<file path="config.mk">
export PLATFORM = sky130hd
export DESIGN_NAME = cdq_ctrl
export DESIGN_NICKNAME = d
export VERILOG_FILES = /design/src/design/cdq_pkg.sv /design/src/design/cdq_ctrl.sv
export SDC_FILE = /design/constraint.sdc
export NUM_CORES = 1
export LEC_CHECK = 0
export BUFFER_PORTS_ARGS = -buffer_cell sky130_fd_sc_hd__buf_2
export CAP_MARGIN = 25
export CORE_AREA = 4 4 41 43
export DETAILED_ROUTE_END_ITERATION = 6
export DIE_AREA = 0 0 45 47
export MAX_ROUTING_LAYER = met4
export SLEW_MARGIN = 30
export SYNTH_ARGS = -nofsm -noshare
export SYNTH_HDL_FRONTEND = slang
export SYNTH_SLANG_ARGS = --single-unit
</file>
<file path="constraint.sdc">
create_clock -name clk -period 2.5 [get_ports clk]
set_input_delay 0.25 -clock clk [delete_from_list [all_inputs] [get_ports clk]]
set_output_delay 0.25 -clock clk [all_outputs]
set_load 0.005 [all_outputs]
</file>
<file path="src/design/cdq_pkg.sv">
package cdq_pkg;

  // build defaults
  localparam int MAX_DEPTH_DEF  = 1024;
  localparam int DATA_WIDTH_DEF = 32;

  // capacity register
  localparam int                CAP_W     = 11;
  localparam logic [CAP_W-1:0] CAP_RESET = 11'd1024;
  localparam logic [1:0]       REG_CAP_ADDR = 2'd0;

  localparam int ACT_W = 3;

  typedef enum logic [ACT_W-1:0] {
    ACT_NONE      = 3'd0,
    ACT_INS_FRONT = 3'd1,
    ACT_INS_REAR  = 3'd2,
    ACT_DEL_FRONT = 3'd3,
    ACT_DEL_REAR  = 3'd4
  } act_t;

  typedef enum logic [1:0] {
    ST_IDLE,
    ST_EXEC,
    ST_READ,
    ST_PUSH
  } state_t;

  // controller to datapath
  typedef struct packed {
    logic load_item;
    logic exec;
    logic capture;
    logic load_out;
  } cdq_cmd_t;

  // datapath to controller
  typedef struct packed {
    logic need_read;
  } cdq_sts_t;

endpackage

</file>
<file path="src/design/cdq_ctrl.sv">
module cdq_ctrl (
  input  logic              clk,
  input  logic              rst_n,
  input  logic              in_valid,
  output logic              in_ready,
  output logic              out_valid,
  input  logic              out_ready,
  output cdq_pkg::cdq_cmd_t cmd,
  input  cdq_pkg::cdq_sts_t sts
);

  import cdq_pkg::*;

  state_t state_r, state_nxt;
  logic   out_valid_r, out_valid_nxt;
  logic   slot_free;

  assign slot_free = !out_valid_r || out_ready;

  always_ff @(posedge clk) begin
    if (!rst_n) begin
      state_r     <= ST_IDLE;
      out_valid_r <= 1'b0;
    end else begin
      state_r     <= state_nxt;
      out_valid_r <= out_valid_nxt;
    end
  end

  // next state
  always_comb begin
    state_nxt = state_r;
    unique case (state_r)
      ST_IDLE: if (in_valid) state_nxt = ST_EXEC;
      ST_EXEC: state_nxt = sts.need_read ? ST_READ : ST_PUSH;
      ST_READ: state_nxt = ST_PUSH;
      ST_PUSH: if (slot_free) state_nxt = ST_IDLE;
      default: state_nxt = ST_IDLE;
    endcase
  end

  // outputs
  always_comb begin
    cmd           = '0;
    in_ready      = 1'b0;
    out_valid_nxt = out_ready ? 1'b0 : out_valid_r;
    unique case (state_r)
      ST_IDLE: begin
        in_ready      = 1'b1;
        cmd.load_item = in_valid;
      end
      ST_EXEC: cmd.exec = 1'b1;
      ST_READ: cmd.capture = 1'b1;
      ST_PUSH: begin
        cmd.load_out = slot_free;
        if (slot_free) out_valid_nxt = 1'b1;
      end
      default: ;
    endcase
  end

  assign out_valid = out_valid_r;

endmodule

</file>
### Word level (Yosys, flattened, before mapping)

Cells that the tools add are included.
W data, S select, Z words.

* add/subtract/negate cells: 0
* reduce and logical (&&, ||, !) cells: 4
* divide/modulo/power cells: 0
* shift-type cells: 0
* bitwise gates (word level): 0
* muxes and demuxes: 12
* equal/unequal tests: 5
* $lt $le $gt $ge: 0
* multiply operators: 0

Operator list (count)
* $mux W1: 9
* $pmux W2 S4: 1
* $eq A2 B2 Y1 const B: 2
* $mux W2: 2
* $ne A2 B2 Y1 const B: 2
* $eq A2 B1 Y1 const B: 1
* $logic_not A2 Y1: 1
* $reduce_and A2 Y1: 1
* $logic_not A1 Y1: 1
* $logic_or A1 B1 Y1: 1

* ROM bits: 0
* register bits: 3
* memories: 0
* logic and storage cells: 23
* latch bits: 0
* bits in writable memories: 0
* bits of input ports: 5

### Logic depth before layout (Yosys ltp)

Gate-level depths: netlist of the first run.

* depth after elaboration: 4
* mapped depth: 5

### Worst setup path after synthesis of the first run

Ideal clock, no wire load.

* kind: reg-to-reg
* from: register state_r[0]
* to: register state_r[0]
* data required time: 2.385 ns
* cell stages (with the launch flop): 5
* setup slack: 1.251 ns
* arrival: 1.134 ns
* cell sequence: dfxtp_1 -> ha_1 -> and3b_4 -> o31a_1 -> o21a_1

* longest elaborated chain between the ends: 3
* elaborated cells between the ends (all ways): 8
* classes of those cells: eq/ne (5); mux (1); reduce/logical (2)

Ends and longest elaborated chain
* from (decl): RTL line cdq_ctrl.sv:14 `state_t state_r, state_nxt;`
* from (signal assigned): RTL line cdq_ctrl.sv:25 `state_r <= state_nxt;`
* $eq A2 B2 Y1 or $logic_not A2 Y1 (tied branches): RTL line cdq_ctrl.sv:33 `unique case (state_r)`
* $ne A2 B2 Y1 (no line)
* $reduce_and A2 Y1 (no line)

Several ways; a longest one is shown, not always the timed one.
A chain may end at the register's enable or synchronous reset.

==> results of run 1 <==
-- power breakdown --
group          leakage [nW]  internal [mW]  switching [mW]  total (mW)
Combinational         0.120         0.0641          0.0543       0.118
Clock                0.0150         0.0598          0.0247      0.0844
Sequential           0.0246         0.0611          0.0164      0.0775
-- flip-flops by register name (all words and copies together), names as in the netlist --
register / count
out_valid: 1
state_r: 2
-- cell families after synthesis --
kind of cell    Yosys count  synth area share
mux                       1            0.0452
fa+ha+maj                 4             0.226
simple gates              8             0.249
compound gates            5             0.175
flops                     3             0.271
buf+inv                   2            0.0339
-- layout make-up --
type	instances	share of cell area
Sequential cell	3	0.190
Multi-Input combinational cell	18	0.486
Inverter	2	0.0237
Clock buffer	4	0.0830
Tap cell	15	0.0593
Timing Repair Buffer	10	0.158
-- worst max-delay path: cells and delay by family, from the launching register on --
family | cells | cell delay, ps
fa+ha+maj | 1 | 250
buf+inv | 2 | 200
flops | 1 | 400
simple gates | 1 | 150
-- routing by layer --
layer  global-route usage  vias to the layer above  routed length [um]
li1                     -                      107                   -
met1               0.0614                       96                 184
met2               0.0904                        8                 214
met3               0.0460                        4                  51
met4               0.0702                        0                  17
met5                    -                        -                   0
-- layout by cell type (no fill, tap or decap), drive strengths merged, types with 2 or more instances in the layout --
cell type  synthesis  layout
buf                0      10
ha                 4       4
clkbuf             0       4
nor2b              3       3
dfxtp              3       3
inv                2       2
o21a               2       2
-- how the worst min path moves through the flow --
stage,start,end,slack [ps],depth (start not counted)
6_report,rst_n,out_valid$_SDFF_PN0_,280,2
5_1_grt,rst_n,state_r[0]$_SDFFE_PN0P_,300,2
3_3_place_gp,rst_n,state_r[0]$_SDFFE_PN0P_,510,2
3_5_place_dp,rst_n,out_valid$_SDFF_PN0_,510,2
2_1_floorplan,rst_n,out_valid$_SDFF_PN0_,370,1
4_1_cts,rst_n,state_r[0]$_SDFFE_PN0P_,270,2
==> metrics.md, run 1 <==
| Metric | Value |
|---|---|
| Post_cts resized | 0 |
| Final Power | 0.280 mW |
| Layout cells sized above 1 | 0.405 |
| Clock transition at path regs | 40 ps |
| Finished Cell Area | 317 um2 |
| Hold Slack | 277 ps |
| Area occupied by multi-input gates | 154 um2 |
| Max-Cap Viols | 0 |
| RR Startpoint | state_r[0]$_SDFFE_PN0P_ |
| Top post-synthesis cells by area | dfxtp_1 27%, ha_1 23%, nor2b_1 8.5%, o21a_1 6.8%, and3b_4 5.6% |
| Power density of the placed cells | 885 nW/um2 |
| Overall Global Routing Usage | 0.0677 |
| Area after DPL | 290 um2 |
| PortBufs | 10 |
| Setup crit start kind | flip-flop |
| Core footprint | 1300 um2 |
| Post-synth cell types | 14 |
| CP Cell Sequence | inv_1, ha_1, and2_1, buf_2 |
| DR iter-0 viols | 1 |
| Synthesized area | 221 um2 |
| Vias in the first global route | 223 |
| Worst R2R End | state_r[0]$_SDFFE_PN0P_ |
| Maximum VDD drop | 0.000266 V |
| Via count | 215 |
| Die Y | 47 um |
| ANT cells | 0 |
| Synth top cells by count | 4 x ha_1, 3 x dfxtp_1, 3 x nor2b_1 |
| GP Congestion | 0.654 |
| Hold Buf Count CTS | 0 |
| Tightest Hold Check Type | in -> reg |
| Dpl cells | 48 |
| TritonCTS Sinks | 3 |
| Asr flop ratio synth | 0 |
| Die ar. | 2120 um2 |
| Synth Flop Type | dfxtp_1 |
| Gate Count Post-Synth | 23 |
| Pin count of the biggest net entering global routing | 6 |
| Crit path DAT | 1240 ps |
| Status | finished, final reports clean |
| GRT Residual Overflow | 0 |
| Rel. slew slack | 0.868 |
| Storage cell area | 60.1 um2 |
| Die W | 45 um |
| Critical path type | reg -> out |
| Max incr delay on CP | 400 ps |
| Clock Path Buffers | 2 |
| Layout net count | 47 |
| Detail Route Antenna Nets | 0 |
| Finished Layout Cells | 52 |
| Final hold viol count | 0 |
| Reg2Reg Depth | 4 |
| CP Capture Type | primary output |
| Synth Net Count | 32 |
| Pre-antenna DRT Iters | 2 |
| Pre-CTS setup slack | 1190 ps |
| RSZ-0062 raised after global routing | no |
| HPWL Detailed | 392 um |
| Seq/Total Area, Yosys | 0.271 |
| Clock skew | 3.48 ps |
| Period minus WS final | 1490 ps |
| Total I/O pin count | 11 |
| Final wirelength | 467 um |
| Post-synth EDFFs | 0 |
| Fin crit share | 0.595 |
| Fmax | 673 MHz |
| Synth area leader | dfxtp_1 |
| Setup TNS | 0 ps |
| Post-CTS setup buffers | 0 |
| H-tree Lvls | 1 |
| Critical path fanouts, max | 5 |
| TritonCTS Buffers | 3 |
| First-pass GRT wire length | 897 um |
| Leak | 0.160 nW |
| YS warnings | 0 |
| Initial core utilization | 0.170 |
| DR WL/cell | 8.98 um |
| Post-synth top area share | 0.271 |
| Cell Rows | 13 |
| # DRC | 0 |
| Average size of a mapped cell | 9.63 um2 |
| Worst EP required | 2250 ps |
| Worst-Skew Late Latency | 230 ps |
| Max-slew violations | 0 |
| Initial antenna violation count | 0 |
| Slowest stage cell, crit path | dfxtp_1 |
| Critical Path Source | state_r[0]$_SDFFE_PN0P_ |
| # setup viols final | 0 |
| Root buf cell | clkbuf_4 |
| Synthesized flop and latch total | 3 |
| Slew @ Worst Pin | 196 ps |
| R2R Setup Slk | 1180 ps |
| Crit path to | cmd[3] |
| Post-DR vias/cell | 4.13 |
| Clock tree from TritonCTS | built |
| Area Overhead vs Synth | 42.9% |
| Post-layout worst setup margin | 1010 ps |
| Fill count | 150 |
| Most common cell in the netlist | ha_1 |
| Final core occ | 0.243 |
No activity file was read; power rests on OpenSTA's default activity.
==> run 2: changes to the inputs <==
==> constraint.sdc (replaced) <==
create_clock -name clk -period 1.3 [get_ports clk]
set_input_delay 0.13 -clock clk [delete_from_list [all_inputs] [get_ports clk]]
set_output_delay 0.13 -clock clk [all_outputs]
set_load 0.005 [all_outputs]
==> run 2 against run 1 <==
Net effect: clock skew shrank 2.1 ps; register-to-register slack got worse by 1100 ps; setup slack got worse by 970 ps; die area did not move; routed wire length up 23%; critical path depth is the same; final cell count increased by 7.7%; first-iteration DRC count did not move; sequential cell count is the same; critical path type unchanged; largest cell class unchanged.
==> metrics.md, run 2 (synthesis results as in run 1) <==
| Metric | Value |
|---|---|
| Dpl cells | 51 |
| Final Power | 0.599 mW |
| Overall Global Routing Usage | 0.0661 |
| Die Y | 47 um |
| Worst R2R End | state_r[0]$_SDFFE_PN0P_ |
| Via count | 227 |
| Clock skew | 1.41 ps |
| Clock transition at path regs | 40 ps |
| Initial antenna violation count | 0 |
| Storage cell area | 65.1 um2 |
| TritonCTS Buffers | 3 |
| Total I/O pin count | 11 |
| Commonest non-fill, non-tap cell in the layout | buf_2 |
| Pre-CTS setup slack | -15.7 ps |
| Hold worst-path end | state_r[0]$_SDFFE_PN0P_ |
| Max-Cap Viols | 0 |
| HP Start | rst_n |
| Detail Route Antenna Nets | 0 |
| Final wirelength | 575 um |
| Hold Path Stages | 2 |
| Max FFs per register | 2 |
| Worst EP required | 1170 ps |
| Period minus WS final | 1260 ps |
| Max-slew violations | 0 |
| R2R Setup Slk | 60 ps |
| First-pass GRT wire length | 876 um |
| Finished Cell Area | 357 um2 |
| Post-DR vias/cell | 4.05 |
| Setup crit start kind | flip-flop |
| Die ar. | 2120 um2 |
| Power density of the placed cells | 1680 nW/um2 |
| Critical path type | reg -> out |
| Tightest Hold Check Type | in -> reg |
| DR WL/cell | 10.3 um |
| GRT Residual Overflow | 0 |
| Final hold viol count | 0 |
| Fmax | 793 MHz |
| DR iter-0 viols | 1 |
| Most frequent cells in the layout | 10 x buf_2, 4 x buf_4, 3 x nor2b_1, 3 x clkbuf_4 |
| TritonCTS Sinks | 3 |
| Biggest register | state_r |
| # DRC | 0 |
| Fill count | 155 |
| RSZ-0062 raised after global routing | yes |
| Hold Buf Count CTS | 0 |
| Slew @ Worst Pin | 189 ps |
| Worst-Skew Late Latency | 230 ps |
| RR Startpoint | state_r[0]$_SDFFE_PN0P_ |
| Status | finished, final reports clean |
| Root buf cell | clkbuf_4 |
| CP Capture Type | primary output |
| # setup viols final | 0 |
| PortBufs | 10 |
| Area Overhead vs Synth | 61.0% |
| Reg2Reg Depth | 4 |
| Initial core utilization | 0.170 |
| Area occupied by multi-input gates | 159 um2 |
| Die W | 45 um |
| H-tree Lvls | 1 |
| Layout cells sized above 1 | 0.561 |
| Clock tree from TritonCTS | built |
| Layout net count | 51 |
| Crit path DAT | 1130 ps |
| Rel. slew slack | 0.873 |
| Area after DPL | 313 um2 |
| Pre-antenna DRT Iters | 2 |
| Final core occ | 0.274 |
| Leak | 0.179 nW |
| ANT cells | 0 |
| Fin crit share | 0.970 |
| GP Congestion | 0.610 |
| Core footprint | 1300 um2 |
| Vias in the first global route | 224 |
| Finished Layout Cells | 56 |
| Pin count of the biggest net entering global routing | 6 |
| Cell Rows | 13 |
| Maximum VDD drop | 0.000777 V |
| Critical path fanouts, max | 5 |
| Clock Path Buffers | 2 |
| Post-layout worst setup margin | 38.9 ps |
-- run 2: cell type report --
cell class              instances  area share
multi-input cells              18       0.446
flip-flops and latches          3       0.182
repair buffers                 14       0.225
well taps                      15      0.0526
inverters                       2      0.0211
clock buffers                   4      0.0737
-- run 2: timing repair --
| action | in CTS | in global routing |
|---|---|---|
| gates cloned | 0 | 0 |
| setup endpoints to repair | 3 | 4 |
| buffers inserted | 0 | 1 |
| gates resized for setup | 2 | 3 |
-- run 2: power by group --
| group | leakage [nW] | switching (mW) | internal [mW] |
|---|---|---|---|
| registers | 0.0256 | 0.0264 | 0.126 |
| clock network | 0.0150 | 0.0487 | 0.115 |
| logic | 0.138 | 0.124 | 0.158 |
| total | 0.179 | 0.199 | 0.400 |
-- run 2: worst max-delay path: stages (launching register included) --
cell and delay, ps:
dfxtp_4 350, ha_2 190, buf_4 130, nor2b_1 110
buf_2 120
-- run 2: layer usage --
metal | global-route usage | vias to the layer above | wire [um]
met5 | - | - | 0
met4 | 0.0175 | 0 | 0
met3 | 0.0575 | 0 | 54
met2 | 0.110 | 8 | 297
met1 | 0.0545 | 105 | 223
li1 | - | 114 | -
-- run 2: worst max-delay path by stage --
stage	from	to	slack, ps	depth (start not counted)
floorplan	state_r[0]$_SDFFE_PN0P_	state_r[0]$_SDFFE_PN0P_	50	4
global placement	state_r[0]$_SDFFE_PN0P_	state_r[0]$_SDFFE_PN0P_	3	4
detailed placement	state_r[0]$_SDFFE_PN0P_	state_r[0]$_SDFFE_PN0P_	-20	4
CTS	state_r[0]$_SDFFE_PN0P_	cmd[0]	5	4
global route	state_r[0]$_SDFFE_PN0P_	cmd[3]	-6	4
finish	state_r[0]$_SDFFE_PN0P_	cmd[0]	40	4
-- run 2: metrics by stage --
| stage | hold WS, ps | setup TNS (ps) |
|---|---|---|
| 2_1_floorplan | 247 | 0 |
| 5_1_grt | 155 | -7.60 |
| 3_5_place_dp | 397 | -15.7 |
| 6_report | 158 | 0 |
| 3_3_place_gp | 388 | 0 |
| 4_1_cts | 151 | 0 |
==> run 3: changes to the inputs <==
--- a/config.mk
+++ b/config.mk
@@ -5,6 +5,7 @@
 export SDC_FILE = /design/constraint.sdc
 export NUM_CORES = 1
 export LEC_CHECK = 0
+export ABC_AREA = 1
 export BUFFER_PORTS_ARGS = -buffer_cell sky130_fd_sc_hd__buf_2
 export CAP_MARGIN = 25
 export CORE_AREA = 4 4 41 43
==> run 3 against run 2 <==
Net effect: global-route usage is 0.83 points lower; final cell count up 7.1%; die area unchanged; sequential share of layout area is 1.4 points higher; via count is 2.2% lower; critical path depth grew 1.
==> metrics.md, run 3 <==
| Metric | Value |
|---|---|
| Worst-Skew Late Latency | 230 ps |
| DR WL/cell | 8.23 um |
| Asr flop ratio synth | 0 |
| Highest routed layer | met3 |
| Average size of a mapped cell | 7.31 um2 |
| GRT Residual Overflow | 0 |
| H-tree Lvls | 1 |
| Total I/O pin count | 11 |
| Routed wl met3 | 37 um |
| Core footprint | 1300 um2 |
| Leak | 0.181 nW |
| Biggest register | state_r |
| Period minus WS final | 1210 ps |
| Synth Flop Type | dfxtp_1 |
| Die ar. | 2120 um2 |
| XOR/XNOR share of the synthesized area | 0 |
| RR Startpoint | state_r[1]$_SDFFE_PN0P_ |
| Post-CTS setup buffers | 0 |
| Post-Synth Simple-Gate Area | 0.227 |
| Layout cells sized above 1 | 0.444 |
| Fmax | 827 MHz |
| Root buf cell | clkbuf_4 |
| Crit path DAT | 1080 ps |
| Compound-Gate Fraction of Synth Area | 0.155 |
| Clock skew | 2.51 ps |
| R2R Setup Slk | 200 ps |
| Setup TNS | 0 ps |
| Finished Layout Cells | 60 |
| Final Power | 0.682 mW |
| CP Capture Type | primary output |
| ANT cells | 0 |
| Max-slew violations | 0 |
| Max FFs per register | 2 |
| First-pass GRT wire length | 883 um |
| Via count | 222 |
| Worst R2R End | state_r[1]$_SDFFE_PN0P_ |
| Power density of the placed cells | 2060 nW/um2 |
| Cell Rows | 13 |
| PortBufs | 10 |
| Dpl cells | 56 |
| Die Y | 47 um |
| # DRC | 0 |
| Mux share of post-synthesis cell area | 0 |
| Post-DR vias/cell | 3.70 |
| Clock transition at path regs | 40 ps |
| Commonest non-fill, non-tap cell in the layout | buf_2 |
| # setup viols final | 0 |
| Post-synth top area share | 0.265 |
| HP Start | rst_n |
| Largest family of logic cells by synthesized area | simple AND/OR/NAND/NOR gates |
| Gate Count Post-Synth | 31 |
| Slew @ Worst Pin | 141 ps |
| Reg2Reg Depth | 6 |
| Max-Cap Viols | 0 |
| Layout net count | 55 |
| Rel. slew slack | 0.906 |
| Detail Route Antenna Nets | 0 |
| Clock tree from TritonCTS | built |
| Pre-CTS setup slack | 95.3 ps |
| Post-synth cell types | 9 |
| Setup crit start kind | flip-flop |
| Synthesized flop and latch total | 3 |
| Hold worst-path end | state_r[0]$_SDFFE_PN0P_ |
| Adder-cell share of the synthesized area | 0.221 |
| Hold Path Stages | 3 |
| Critical path type | reg -> out |
| Fin crit share | 0.930 |
| Clock Path Buffers | 2 |
| Synth Net Count | 40 |
| Overall Global Routing Usage | 0.0578 |
| YS warnings | 0 |
| Post-layout worst setup margin | 90.5 ps |
| Initial core utilization | 0.174 |
| Most common cell in the netlist | inv_1 |
| Synthesized area | 226 um2 |
| Pre-antenna DRT Iters | 2 |
| Critical path fanouts, max | 4 |
| Vias in the first global route | 231 |
| Post-synth EDFFs | 0 |
| Pin count of the biggest net entering global routing | 6 |
| Top post-synthesis cells by area | dfxtp_1 27%, ha_1 22%, inv_1 13%, nand2_1 12%, a21oi_1 6.6% |
| Tightest Hold Check Type | in -> reg |
| TritonCTS Buffers | 3 |
| Maximum VDD drop | 0.000537 V |
| Worst EP required | 1170 ps |
| DRT met1 WL | 226 um |
| Most frequent cells in the layout | 10 x buf_2, 8 x inv_1, 7 x nand2_1 |
| Final hold viol count | 0 |
| Area Overhead vs Synth | 46.4% |
| Synth area leader | dfxtp_1 |
| Status | finished, final reports clean |
| GP Congestion | 0.685 |
| DR iter-0 viols | 5 |
| Seq/Total Area, Yosys | 0.265 |
| Initial antenna violation count | 0 |
| Final wirelength | 494 um |
| TritonCTS Sinks | 3 |
| Met2 wire len | 229 um |
| RSZ-0062 raised after global routing | no |
| Synth top cells by count | 8 x inv_1, 7 x nand2_1, 4 x ha_1 |
| Die W | 45 um |
## run 3: cell count changes after synthesis, moves of 2 or more
| cell | delta |
|---|---|
| a21oi_1 | +3 |
| o21a_1 | -2 |
| nand3_1 | +3 |
| nand2_1 | +6 |
| nor2b_1 | -3 |
| inv_1 | +6 |
## run 3: per-stage QoR
stage               cell area, um2   util  hold slack [ps]
floorplan                      226      -              288
global placement               295  0.227              402
detailed placement             295  0.227              406
CTS                            324  0.249              170
global route                   332  0.255              186
finish                         332  0.255              166
## run 3: where the power goes
| group | internal [mW] | switching, mW |
|---|---|---|
| registers | 0.139 | 0.0448 |
| logic | 0.168 | 0.168 |
| clock network | 0.115 | 0.0460 |
| total | 0.423 | 0.259 |
## run 3: logic make-up (layout without fill, tap and decap cells)
kind of cell,count (synthesis),after routing
compound gates,5,5
fa+ha+maj,4,4
buf+inv,8,22
flops,3,3
simple gates,11,11
## run 3: critical path: stages, from the launching register on
cell and delay, ps:
dfxtp_2 330, inv_1 110, ha_2 210, nand2_1 50
inv_1 40, buf_2 100
## run 3: final cells by class
type	count	area, um2
Multi-Input combinational cell	20	141
Inverter	8	30.0
Timing Repair Buffer	10	50.0
Fill cell	159	970
Clock buffer	4	26.3
Tap cell	15	18.8
Sequential cell	3	65.1
## run 3: metal layers
layer / track usage / vias up
met1: 0.0747 / 91
met2: 0.0819 / 7
met3: 0 / 0
met5: - / -
met4: 0.0526 / 0
li1: - / 124
## run 3: worst max-delay path by stage
stage                            start                 endpoint  slack, ps  cells past startpoint
6_report       state_r[1]$_SDFFE_PN0P_                   cmd[3]         90                      5
3_3_place_gp   state_r[0]$_SDFFE_PN0P_  state_r[0]$_SDFFE_PN0P_        130                      6
4_1_cts        state_r[1]$_SDFFE_PN0P_                   cmd[3]         60                      5
2_1_floorplan  state_r[0]$_SDFFE_PN0P_  state_r[0]$_SDFFE_PN0P_        190                      5
5_1_grt        state_r[1]$_SDFFE_PN0P_                   cmd[3]          6                      5
3_5_place_dp   state_r[1]$_SDFFE_PN0P_  state_r[1]$_SDFFE_PN0P_        100                      5
## run 3: timing repair
item / in CTS / in global routing
setup endpoints to repair: 1 / 2
gates resized for setup: 2 / 3
gates cloned: 0 / 0
hold buffers: 0 / 0
